File: src/rtl/adtd_pkg.sv
package adtd_pkg;

	localparam int RING_DEPTH_DEF = 10;
	localparam int ACCEL_W = 14;
	localparam int COUNT_W = 16;
	localparam int WARMUP_W = 6;
	localparam int STABLE_W = 8;
	localparam int TAP_W = 10;
	localparam int WINDOW_W = 5;
	localparam int TICKS_W = 6;
	localparam int S_TDATA_W = 48;
	localparam int M_TDATA_W = 24;
	localparam int CFG_INDEX_W = 3;
	localparam int CFG_DATA_W = 10;

	localparam logic [ACCEL_W-1:0] ENTRY_RESET = 14'd1000;
	localparam logic [WARMUP_W-1:0] WARMUP_RESET = 6'd50;
	localparam logic [STABLE_W-1:0] STABLE_RESET = 8'd5;
	localparam logic [TAP_W-1:0] TAP_LOW_RESET = 10'd10;
	localparam logic [TAP_W-1:0] TAP_HIGH_RESET = 10'd50;
	localparam logic [WINDOW_W-1:0] WINDOW_RESET = 5'd10;
	localparam logic [TICKS_W-1:0] TICKS_MAX = 6'd63;

	typedef enum logic [CFG_INDEX_W-1:0] {
		CFG_WARMUP   = 3'd0,
		CFG_STABLE   = 3'd1,
		CFG_TAP_LOW  = 3'd2,
		CFG_TAP_HIGH = 3'd3,
		CFG_WINDOW   = 3'd4
	} cfg_index_t;

	// one ring slot of each of the four rings
	typedef struct packed {
		logic [ACCEL_W-1:0] base;
		logic [ACCEL_W-1:0] x;
		logic [ACCEL_W-1:0] y;
		logic [ACCEL_W-1:0] z;
	} ring_entry_t;

	typedef struct packed {
		logic shift;
		logic load_xyz;
		logic load_base;
		logic copy_base;
	} cell_ctl_t;

endpackage

File: src/rtl/accel_double_tap_detector_unit.sv
// accelerometer double tap detector
// s_* carries one sample per transfer (x, y, z in signed milli-g), m_* returns
// one result per sample: tap count, tap flag, stable flag and armed flag.
// cfg_* writes the five registers; cfg_ready is always high, write only while idle.
// a warm-up sample goes from its transfer straight to loading the output
// register; a detection sample passes through the ring and compare steps first:
// the ring slots sit in a row of cells that rotates once around, one slot per
// cycle, while the head slot feeds the four window sums; then the stability and
// deviation compare, the tap decision and ring copy, and the load of the output
// register follow in that order.
// one sample is worked on at a time, s_tready is high only while idle, so a new
// transfer waits until the previous sample has loaded its result.
// the result sits in an output register, so a new sample is taken while the
// previous result still waits; a stalled m_tready holds the result and only
// the finish of the following sample waits for it.
// reset sets all ring slots to 1000, clears counters, the stored previous sums
// and tap state and loads the register defaults.
module accel_double_tap_detector_unit #(
	parameter int RING_DEPTH = adtd_pkg::RING_DEPTH_DEF
) (
	input  logic                                clk,
	input  logic                                arst_n,
	input  logic                                s_tvalid,
	output logic                                s_tready,
	// accel_x [13:0], accel_y [27:14], accel_z [41:28], zero [47:42]
	input  logic [adtd_pkg::S_TDATA_W-1:0]      s_tdata,
	output logic                                m_tvalid,
	input  logic                                m_tready,
	// double_tap_count [15:0], tap_detected [16], board_stable [17],
	// first_tap_armed [18], zero [23:19]
	output logic [adtd_pkg::M_TDATA_W-1:0]      m_tdata,
	input  logic                                cfg_valid,
	output logic                                cfg_ready,
	input  logic [adtd_pkg::CFG_INDEX_W-1:0]    cfg_index,
	input  logic [adtd_pkg::CFG_DATA_W-1:0]     cfg_data
);

	localparam int AW = adtd_pkg::ACCEL_W;
	localparam int PTR_W = $clog2(RING_DEPTH);
	localparam int SUM_W = AW + $clog2(RING_DEPTH);
	localparam int ABS_W = SUM_W + 1;
	localparam logic [PTR_W-1:0] LAST_POS = PTR_W'(RING_DEPTH - 1);

	typedef enum logic [4:0] {
		ST_IDLE   = 5'b00001,
		ST_SUM    = 5'b00010,
		ST_CHECK  = 5'b00100,
		ST_DECIDE = 5'b01000,
		ST_HOLD   = 5'b10000
	} state_t;

	state_t state_q;

	logic [adtd_pkg::WARMUP_W-1:0] cfg_warmup_q;
	logic [adtd_pkg::STABLE_W-1:0] cfg_stable_q;
	logic [adtd_pkg::TAP_W-1:0] cfg_tap_low_q;
	logic [adtd_pkg::TAP_W-1:0] cfg_tap_high_q;
	logic [adtd_pkg::WINDOW_W-1:0] cfg_window_q;

	logic [PTR_W-1:0] wp_q;
	logic [PTR_W-1:0] cnt_q;
	logic [adtd_pkg::WARMUP_W-1:0] warm_cnt_q;
	logic signed [SUM_W-1:0] prev_x_q, prev_y_q, prev_z_q;
	logic signed [SUM_W-1:0] acc_b_q, acc_x_q, acc_y_q, acc_z_q;
	logic [AW-1:0] z_q;
	logic [ABS_W-1:0] dev_q;
	logic [ABS_W-1:0] gap_q;
	logic armed_q, countdown_q, detected_q, stable_q;
	logic [adtd_pkg::TICKS_W-1:0] ticks_q;
	logic [adtd_pkg::COUNT_W-1:0] total_q;
	logic out_valid_q;
	logic [adtd_pkg::M_TDATA_W-1:0] out_data_q;

	logic in_fire, warm, out_load;
	logic [AW-1:0] in_x, in_y, in_z, wr_z;
	adtd_pkg::cell_ctl_t ctl;
	adtd_pkg::ring_entry_t entries [RING_DEPTH];

	logic signed [SUM_W-1:0] z_scaled;
	logic [ABS_W-1:0] lim, low_lim, high_lim, dev;
	logic stable_now, band;

	logic dec_armed, dec_countdown, dec_detected;
	logic [ABS_W-1:0] dec_gap;
	logic [adtd_pkg::COUNT_W-1:0] dec_total;
	logic [adtd_pkg::TICKS_W-1:0] dec_ticks;

	function automatic logic [PTR_W-1:0] next_pos(input logic [PTR_W-1:0] p);
		return (p == LAST_POS) ? '0 : p + 1'b1;
	endfunction

	function automatic logic [ABS_W-1:0] abs_diff(input logic signed [SUM_W-1:0] a,
			input logic signed [SUM_W-1:0] b);
		logic signed [ABS_W-1:0] d;
		d = ABS_W'(a) - ABS_W'(b);
		return d[ABS_W-1] ? ABS_W'(-d) : ABS_W'(d);
	endfunction

	assign in_x = s_tdata[AW-1:0];
	assign in_y = s_tdata[2*AW-1:AW];
	assign in_z = s_tdata[3*AW-1:2*AW];

	assign s_tready = (state_q == ST_IDLE);
	assign in_fire = s_tvalid && s_tready;
	assign warm = (warm_cnt_q < cfg_warmup_q);
	assign cfg_ready = 1'b1;
	assign m_tvalid = out_valid_q;
	assign m_tdata = out_data_q;
	assign out_load = (state_q == ST_HOLD) && (!out_valid_q || m_tready);

	// compare stage
	assign z_scaled = SUM_W'($signed(z_q)) * SUM_W'(RING_DEPTH);
	assign dev = abs_diff(z_scaled, acc_b_q);
	assign lim = ABS_W'(cfg_stable_q) * ABS_W'(RING_DEPTH);
	assign stable_now = (abs_diff(prev_z_q, acc_z_q) < lim)
		&& (abs_diff(prev_x_q, acc_x_q) < lim)
		&& (abs_diff(prev_y_q, acc_y_q) < lim);

	// decision stage
	assign low_lim = ABS_W'(cfg_tap_low_q) * ABS_W'(RING_DEPTH);
	assign high_lim = ABS_W'(cfg_tap_high_q) * ABS_W'(RING_DEPTH);
	assign band = (dev_q > low_lim) && (dev_q < high_lim);

	always_comb begin
		dec_armed = armed_q;
		dec_countdown = countdown_q;
		dec_gap = gap_q;
		dec_total = total_q;
		dec_detected = 1'b0;
		dec_ticks = ticks_q;
		if (stable_q && band) begin
			if (!armed_q) begin
				dec_countdown = 1'b1;
				dec_gap = dev_q;
				dec_armed = 1'b1;
			end else if (dev_q < gap_q) begin
				dec_gap = dev_q;
			end else begin
				// second spike completes the double tap
				dec_total = total_q + 1'b1;
				dec_detected = 1'b1;
				dec_armed = 1'b0;
			end
		end
		if (ticks_q > adtd_pkg::TICKS_W'(cfg_window_q)) begin
			dec_armed = 1'b0;
			dec_ticks = '0;
			dec_countdown = 1'b0;
			dec_gap = '0;
		end
	end

	// cell row control
	always_comb begin
		ctl.shift = (state_q == ST_SUM);
		ctl.load_xyz = in_fire && !warm;
		ctl.load_base = (in_fire && warm) || ((state_q == ST_DECIDE) && stable_q && !band);
		ctl.copy_base = (state_q == ST_DECIDE) && stable_q;
	end

	assign wr_z = (state_q == ST_IDLE) ? in_z : z_q;

	for (genvar k = 0; k < RING_DEPTH; k++) begin : g_cell
		adtd_cell u_cell (
			.clk        (clk),
			.arst_n     (arst_n),
			.ctl        (ctl),
			.sel        (wp_q == PTR_W'(k)),
			.next_entry (entries[(k + 1) % RING_DEPTH]),
			.wr_x       (in_x),
			.wr_y       (in_y),
			.wr_z       (wr_z),
			.entry      (entries[k])
		);
	end

	// configuration registers
	always_ff @(posedge clk or negedge arst_n) begin
		if (!arst_n) begin
			cfg_warmup_q <= adtd_pkg::WARMUP_RESET;
			cfg_stable_q <= adtd_pkg::STABLE_RESET;
			cfg_tap_low_q <= adtd_pkg::TAP_LOW_RESET;
			cfg_tap_high_q <= adtd_pkg::TAP_HIGH_RESET;
			cfg_window_q <= adtd_pkg::WINDOW_RESET;
		end else if (cfg_valid && cfg_ready) begin
			case (adtd_pkg::cfg_index_t'(cfg_index))
				adtd_pkg::CFG_WARMUP: cfg_warmup_q <= cfg_data[adtd_pkg::WARMUP_W-1:0];
				adtd_pkg::CFG_STABLE: cfg_stable_q <= cfg_data[adtd_pkg::STABLE_W-1:0];
				adtd_pkg::CFG_TAP_LOW: cfg_tap_low_q <= cfg_data[adtd_pkg::TAP_W-1:0];
				adtd_pkg::CFG_TAP_HIGH: cfg_tap_high_q <= cfg_data[adtd_pkg::TAP_W-1:0];
				adtd_pkg::CFG_WINDOW: cfg_window_q <= cfg_data[adtd_pkg::WINDOW_W-1:0];
				default: ;
			endcase
		end
	end

	// sequencer and detector state
	always_ff @(posedge clk or negedge arst_n) begin
		if (!arst_n) begin
			state_q <= ST_IDLE;
			wp_q <= '0;
			cnt_q <= '0;
			warm_cnt_q <= '0;
			prev_x_q <= '0;
			prev_y_q <= '0;
			prev_z_q <= '0;
			gap_q <= '0;
			armed_q <= 1'b0;
			countdown_q <= 1'b0;
			detected_q <= 1'b0;
			stable_q <= 1'b0;
			ticks_q <= '0;
			total_q <= '0;
			out_valid_q <= 1'b0;
		end else begin
			if (out_load) begin
				out_valid_q <= 1'b1;
			end else if (m_tvalid && m_tready) begin
				out_valid_q <= 1'b0;
			end
			case (state_q)
				ST_IDLE: begin
					if (in_fire) begin
						if (countdown_q && (ticks_q != adtd_pkg::TICKS_MAX)) begin
							ticks_q <= ticks_q + 1'b1;
						end
						wp_q <= next_pos(wp_q);
						if (warm) begin
							warm_cnt_q <= warm_cnt_q + 1'b1;
							detected_q <= 1'b0;
							stable_q <= 1'b0;
							state_q <= ST_HOLD;
						end else begin
							cnt_q <= '0;
							state_q <= ST_SUM;
						end
					end
				end
				ST_SUM: begin
					if (cnt_q == LAST_POS) begin
						state_q <= ST_CHECK;
					end else begin
						cnt_q <= cnt_q + 1'b1;
					end
				end
				ST_CHECK: begin
					stable_q <= stable_now;
					state_q <= ST_DECIDE;
				end
				ST_DECIDE: begin
					if (stable_q && !band) begin
						wp_q <= next_pos(wp_q);
					end
					armed_q <= dec_armed;
					countdown_q <= dec_countdown;
					gap_q <= dec_gap;
					total_q <= dec_total;
					detected_q <= dec_detected;
					ticks_q <= dec_ticks;
					prev_x_q <= acc_x_q;
					prev_y_q <= acc_y_q;
					prev_z_q <= acc_z_q;
					state_q <= ST_HOLD;
				end
				ST_HOLD: begin
					if (out_load) begin
						state_q <= ST_IDLE;
					end
				end
				default: state_q <= ST_IDLE;
			endcase
		end
	end

	// window sums, sample and result payload
	always_ff @(posedge clk) begin
		if (in_fire) begin
			z_q <= in_z;
			acc_b_q <= '0;
			acc_x_q <= '0;
			acc_y_q <= '0;
			acc_z_q <= '0;
		end
		if (state_q == ST_SUM) begin
			acc_b_q <= acc_b_q + SUM_W'($signed(entries[0].base));
			acc_x_q <= acc_x_q + SUM_W'($signed(entries[0].x));
			acc_y_q <= acc_y_q + SUM_W'($signed(entries[0].y));
			acc_z_q <= acc_z_q + SUM_W'($signed(entries[0].z));
		end
		if (state_q == ST_CHECK) begin
			dev_q <= dev;
		end
		if (out_load) begin
			out_data_q <= {5'd0, armed_q, stable_q, detected_q, total_q};
		end
	end

endmodule

File: src/rtl/adtd_cell.sv
module adtd_cell (
	input  logic                              clk,
	input  logic                              arst_n,
	input  adtd_pkg::cell_ctl_t               ctl,
	input  logic                              sel,
	input  adtd_pkg::ring_entry_t             next_entry,
	input  logic [adtd_pkg::ACCEL_W-1:0]      wr_x,
	input  logic [adtd_pkg::ACCEL_W-1:0]      wr_y,
	input  logic [adtd_pkg::ACCEL_W-1:0]      wr_z,
	output adtd_pkg::ring_entry_t             entry
);

	adtd_pkg::ring_entry_t entry_q;

	always_ff @(posedge clk or negedge arst_n) begin
		if (!arst_n) begin
			entry_q.base <= adtd_pkg::ENTRY_RESET;
			entry_q.x <= adtd_pkg::ENTRY_RESET;
			entry_q.y <= adtd_pkg::ENTRY_RESET;
			entry_q.z <= adtd_pkg::ENTRY_RESET;
		end else if (ctl.shift) begin
			// rotate one slot toward the head of the row
			entry_q <= next_entry;
		end else begin
			// single write wins over the copy
			if (ctl.load_base && sel) begin
				entry_q.base <= wr_z;
			end else if (ctl.copy_base) begin
				entry_q.base <= entry_q.z;
			end
			if (ctl.load_xyz && sel) begin
				entry_q.x <= wr_x;
				entry_q.y <= wr_y;
				entry_q.z <= wr_z;
			end
		end
	end

	assign entry = entry_q;

endmodule

File: config.mk
export PLATFORM = sky130hd
export DESIGN_NAME = accel_double_tap_detector_unit
export DESIGN_NICKNAME = d
export VERILOG_FILES = /design/src/rtl/adtd_pkg.sv /design/src/rtl/accel_double_tap_detector_unit.sv /design/src/rtl/adtd_cell.sv
export SDC_FILE = /design/constraint.sdc
export NUM_CORES = 2
export LEC_CHECK = 0
export BUFFER_PORTS_ARGS = -buffer_cell sky130_fd_sc_hd__buf_2
export CAP_MARGIN = 20
export CORE_ASPECT_RATIO = 0.5
export CORE_MARGIN = 3
export CORE_UTILIZATION = 35
export DETAILED_ROUTE_END_ITERATION = 7
export MAX_ROUTING_LAYER = met4
export PLACE_DENSITY_LB_ADDON = 0.25
export SYNTH_ARGS = -nofsm -noshare
export SYNTH_HDL_FRONTEND = slang
export SYNTH_SLANG_ARGS = --single-unit
File: constraint.sdc
create_clock -name clk -period 5.5 [get_ports clk]
set_input_delay 1.1 -clock clk [delete_from_list [all_inputs] [get_ports clk]]
set_output_delay 1.1 -clock clk [all_outputs]
set_load 0.01 [all_outputs]
* Word level (Yosys, flattened, before mapping) *
Index checks and enable logic that the tools add are counted.

word-level totals
  register bits after elaboration = 842
  input port bits = 66
  output and inout port bits = 27
  word-level logic and storage cells = 298

operators by class
  add/subtract/negate cells = 17
  muxes and demuxes = 87
  multiply operators = 4
  $lt $le $gt $ge = 8
  reductions and logical operators = 82
  bitwise operators = 1
  eq/ne operators = 31

operators by type and width
  operator               count
  $mux 56                10
  $mux 42                10
  $mux 14                21
  $mux 19                7
  $mux 18                6
  $neg 19->19            4
  $sub 18x18->19         4
  $add 18x14->18         4
  $lt 19x12->1           3
  $logic_and 1x1->1      33
  $reduce_bool 2->1      16
  $reduce_bool 3->1      10
  $mul 10x3->13 const B  2
  $pmux 5 s5             1
  $mux 4                 6
  $reduce_and 3->1       7
  $mux 5                 4
  $gt 19x14->1           1
  $lt 19x14->1           1
  $lt 19x19->1           1
  $mux 6                 3
  $mul 14x4->17 const B  1
  $add 16x1->16 const B  1
  $eq 4x3->1 const B     4
  other kinds (31)       70

* Depth between registers and ports, before layout *
  depth in word-level cells = 9
  mapped depth = 25
  depth with buffers taken out = 23

* By module *
Synthesis repeated with hierarchy kept, for this count alone.

second synthesis, totals
  cells, all modules = 5638
  area, all modules = 58990.3 um2

by module, submodules not included
  module                          times used  cells an instance  sequential area each (um2)  area each (um2)
  adtd_cell                       10          318                1431.4                      3657.3
  accel_double_tap_detector_unit  1           2458               7693.6                      22417.8

* Least setup slack after synthesis *
OpenSTA, ideal clock, no wires.

  path type = register -> register
  start point = register z_q[1]
  end point = register dev_q[11] (data pin)
  path buffers = 1
  setup time = 267 ps
  data required time = 5233 ps
  data arrival time = 4310 ps
  clock period less this slack = 4577 ps
  slack = 923 ps
  stages on the path, launching flop included = 22
  path through = edfxtp_1 > ha_1 > ha_1 > fa_1 > a21o_1 > a21oi_1 > o21bai_1 > a21oi_1 > nor2b_1 > o21a_1 > nor2_1 > xnor2_1 > ha_1 > nand2_1 > a311oi_1 > o31a_1 > o41a_1 > nand2_1 > a31oi_1 > clkbuf_1 > nor2_1 > xor2_1

on the way
  longest elaborated chain between the ends = 4

RTL lines
  what                    line                                   text
  from (decl)             accel_double_tap_detector_unit.sv:65   logic [AW-1:0] z_q;
  from (signal assigned)  accel_double_tap_detector_unit.sv:278  z_q <= in_z;
  $mul 14x4->17 *         accel_double_tap_detector_unit.sv:112  assign z_scaled = SUM_W'($signed(z_q)) * SUM_W'(RING_DEPTH);
  $sub 18x18->19 *        accel_double_tap_detector_unit.sv:95   d = ABS_W'(a) - ABS_W'(b);
  $neg 19->19             accel_double_tap_detector_unit.sv:96   return d[ABS_W-1] ? ABS_W'(-d) : ABS_W'(d);
  $mux 18 *               accel_double_tap_detector_unit.sv:96
  named net dev[11]       accel_double_tap_detector_unit.sv:80   logic [ABS_W-1:0] lim, low_lim, high_lim, dev;
  to (signal assigned)    accel_double_tap_detector_unit.sv:291  dev_q <= dev;
  to (decl)               accel_double_tap_detector_unit.sv:66   logic [ABS_W-1:0] dev_q;

Mark *: on every way through the listed nets, which the timed path passes. The rest lies on a longest branch.
A chain may end at the register's enable or synchronous reset.

* Final worst setup path *
  start point = register acc_y_q[7]
  end point = register stable_q

on the way
  longest elaborated chain between the ends = 6

RTL lines
  what                    line                                   text
  from (decl)             accel_double_tap_detector_unit.sv:64   logic signed [SUM_W-1:0] acc_b_q, acc_x_q, acc_y_q, acc_z_q;
  from (signal assigned)  accel_double_tap_detector_unit.sv:287  acc_y_q <= acc_y_q + SUM_W'($signed(entries[0].y));
  $sub 18x18->19 *        accel_double_tap_detector_unit.sv:95
  $neg 19->19             accel_double_tap_detector_unit.sv:96
  $mux 19 *               accel_double_tap_detector_unit.sv:96
  $lt 19x12->1 *          accel_double_tap_detector_unit.sv:117  && (abs_diff(prev_y_q, acc_y_q) < lim);
  $logic_and 1x1->1 *     accel_double_tap_detector_unit.sv:117
  $pmux 1 s2 *            accel_double_tap_detector_unit.sv:221  case (state_q)
  to (signal assigned)    accel_double_tap_detector_unit.sv:247  stable_q <= stable_now;
  to (decl)               accel_double_tap_detector_unit.sv:68   logic armed_q, countdown_q, detected_q, stable_q;

Every way passes the cells marked *; elsewhere a longest branch is shown, timed or not.

==> results.sh <==
export IMPL_slew_headroom_pct=20.54
export IMPL_worst_setup_path_start_kind="register"
export IMPL_synthSimpleGateAreaFrac_pct=13.81
export IMPL_grt_ovfl_total=0
export IMPL_maxCapViolCount=0
export IMPL_synth_fa_ha_area_share_pct=8.142
export IMPL_critical_path_max_stage_delay_ps=400
export IMPL_io_buffers=80
export IMPL_critPathLaunch="acc_y_q[7]"
export IMPL_cts_sinks=842
export IMPL_ys_flop_type="dfrtp_1"
export IMPL_r2r_slack_ps=550
export IMPL_dpl_hpwl_mm=90.60
export IMPL_multi_input_area_um2=25130
export IMPL_rows=96
export IMPL_netlist_area_um2=49050
export IMPL_hold_violations=0
export IMPL_cts_inserted_buffers=86
export IMPL_ys_seq_area_share_pct=44.86
export IMPL_fmax_mhz=201.9
export IMPL_critical_path_max_fanout=9
export IMPL_cts_setup_buffers=0
export IMPL_final_cell_mix="nand2_1, o21ai_0, dfrtp_1"
export IMPL_grt_pass1_wl_mm=213.9
export IMPL_cp_arrival_ps=5530
export IMPL_synthXorXnorAreaFrac_pct=3.658
export IMPL_cts_max_level=3
export IMPL_synth_cell_types=110
export IMPL_initial_core_util_pct=35.51
export IMPL_synth_compound_area_share_pct=18.47
export IMPL_clock_latency_ps=710
export IMPL_vdd_ir_drop_max_mv=0.2687
export IMPL_fin_crit_ps=4952
export IMPL_r2r_start="acc_y_q[7]"
export IMPL_postLayoutCoreUtil_pct=39.66
export IMPL_drcViolationCount=0
export IMPL_chipHeight_um=270.7
export IMPL_seqCellArea_um2=22010
export IMPL_drtAntennaViolNets=0
export IMPL_syn_to_final_growth_pct=11.67
export IMPL_syn_instance_count=5287
export IMPL_rsz0062_at_grt="no"
export IMPL_grt_max_degree=267
export IMPL_final_cell_area_um2=54780
export IMPL_synthMuxAreaShare_pct=6.820
export IMPL_layout_drive_gt1_share_pct=12.94
export IMPL_drt_first_pass_iters=6
export IMPL_synth_async_sr_flop_share_pct=85.27
export IMPL_cts_buffer_depth=3
export IMPL_post_cts_resized=0
export IMPL_clock_skew_ps=52.22
export IMPL_synth_seq_cells=842
export IMPL_crit_type="register to register"
export IMPL_nets=5606
export IMPL_first_global_vias=36700
export IMPL_yosysWarnings=0
export IMPL_cts_tree="built"
export IMPL_min_path_type="primary input to asynchronous set/reset pin"
export IMPL_cpMostUsedCell="a21o_1"
export IMPL_cp_end_kind="register"
export IMPL_cts_clk_slew_worst_paths_ps=60
export IMPL_outcome="completed"
export IMPL_wl_per_cell_um=18.76
export IMPL_place_area_um2=51720
export IMPL_setup_viol=0
export IMPL_fp_dieArea_um2=145000
export IMPL_first_iter_violations=3078
export IMPL_io_pins=93
export IMPL_worstReg2RegEnd="stable_q"
export IMPL_antenna_found_initial=12
export IMPL_syn_area_per_cell_um2=9.278
export IMPL_slew_violations=0
export IMPL_synth_edf_count=124
export IMPL_gp_congestion=0.8660
export IMPL_fillers=13530
export IMPL_cts_hold_buffers=0
export IMPL_p_per_area_nw_per_um2=508.0
export IMPL_worst_pin_slew_ps=1192
export IMPL_final_setup_tns_ps=0
export IMPL_vias_per_cell=5.346
export IMPL_required_ps=6080
export IMPL_grt_use_total_pct=18.88
export IMPL_clockRootBuffer="clkbuf_16"
export IMPL_wl_mm=134.5
export IMPL_final_common_cell="nand2_1"
export IMPL_reg2regPathDepth=20
export IMPL_fp_dieW_um=535.4
export IMPL_p_leak_nw=20.88
export IMPL_setup_worst_path_end="stable_q"
export IMPL_crit_chain="inv_1 -> ha_1 -> a21o_1 -> a31o_1 -> a32o_1 -> o31a_1 -> o31ai_4 -> o21ai_0 -> xnor2_1 -> ha_1 -> a21o_1 -> a21o_1 -> a211oi_1 -> o31ai_1 -> a21oi_1 -> o2111ai_1 -> nor4_1 -> and4_1 -> nand4_1 -> o32ai_2"
export IMPL_cpMaxStageDelayCell="edfxtp_1"
export IMPL_synth_top_family_by_area="compound AO/OA/AOI/OAI gates"
export IMPL_vias=38340
export IMPL_core_um2=138100
export IMPL_fin_crit_sh_pct=90.04
export IMPL_fin_hold_ws_ps=431.0
==> metal layers <==
| metal | global-route usage [%] | vias to the layer above | part of all wire (%) |
|---|---|---|---|
| li1 | - | 18610 | - |
| met1 | 27.65 | 18690 | 50 |
| met2 | 27.40 | 889 | 43 |
| met3 | 3.255 | 150 | 6.0 |
| met4 | 3.417 | 0 | 1.4 |
| met5 | - | - | 0 |
==> stage by stage <==
stage	setup WS, ps	instances	total power [mW]
final	547.7	7171	27.83
after floorplan	923.2	5291	18.42
after global routing	214.5	7171	30.01
after CTS	599.3	7162	27.97
after detailed placement	624.9	7001	21.56
after global placement	688.8	7001	21.11
==> cells by family after synthesis <==
| family | count (synthesis) |
|---|---|
| simple gates | 1568 |
| flops | 842 |
| compound gates | 1493 |
| buf+inv | 536 |
| fa+ha+maj | 312 |
| xor+xnor | 204 |
| mux | 330 |
| other cells | 2 |
==> cells in the mapped netlist, drive strengths merged, types with 8 or more instances <==
cell type	count	share of area [%]
mux2	31	0.71
a311oi	18	0.32
o31a	8	0.15
xnor2	112	2.0
xor2	92	1.7
o41ai	10	0.22
o21ai	759	7.7
or2	13	0.17
edfxtp	124	7.6
o211ai	23	0.35
o21bai	17	0.26
ha	300	7.7
a31oi	28	0.37
dfstp	253	14
o21a	31	0.48
nand4	27	0.36
a211oi	128	2.0
clkbuf	274	2.1
a21boi	13	0.20
or3	22	0.28
fa	12	0.49
a21o	69	1.1
buf	62	0.57
and3	25	0.32
a21oi	150	1.6
nand3b	8	0.12
nor2	422	3.2
nor2b	39	0.50
o22ai	115	1.5
nand2b	35	0.45
o31ai	9	0.17
and2	17	0.22
o211a	8	0.16
inv	200	1.5
nand3	65	0.66
nand2	772	5.9
nor4	12	0.18
mux2i	299	6.1
a22o	15	0.27
a22oi	29	0.44
dfrtp	465	24
nor3	81	0.83
==> worst min-delay path by stage <==
stage | to | slack (ps) | cells past startpoint
6_report | total_q[15] | 430 | 1
5_1_grt | total_q[15] | 440 | 1
4_1_cts | total_q[15] | 420 | 1
3_5_place_dp | m_tdata[12] | 440 | 0
3_3_place_gp | m_tdata[12] | 440 | 0
2_1_floorplan | m_tdata[16] | 420 | 0
==> worst max-delay path, delay by kind of cell (launching register included) <==
kind | cells | cell delay [ps]
xor gates and xnor gates | 1 | 220
DFF | 1 | 400
and+or+nand+nor | 3 | 680
adders and majority gates | 2 | 620
AOI/OAI and AO/OA | 13 | 2800
buffers and inverters | 1 | 120
==> final cells by class <==
type,instances,area share (%)
Antenna cell,8,0.03654
Clock buffer,118,4.497
Clock inverter,43,1.007
Inverter,200,1.370
Multi-Input combinational cell,3913,45.87
Sequential cell,842,40.17
Tap cell,1862,4.253
Timing Repair Buffer,185,2.796
==> sequential cells by signal, summed over array words and instances (netlist names), 19 cells and up <==
register             flops
g_cell.u_cell.entry    560
dev_q                   19
gap_q                   19
m_tdata                 19
==> report_power, final <==
part	internal (mW)	total (mW)	switching [mW]
combinational	4.51	10.8	6.28
clock	3.52	6.25	2.73
sequential	9.16	10.8	1.63
total	17.2	27.8	10.6
Note: power is estimated with default switching activity, not from simulation.
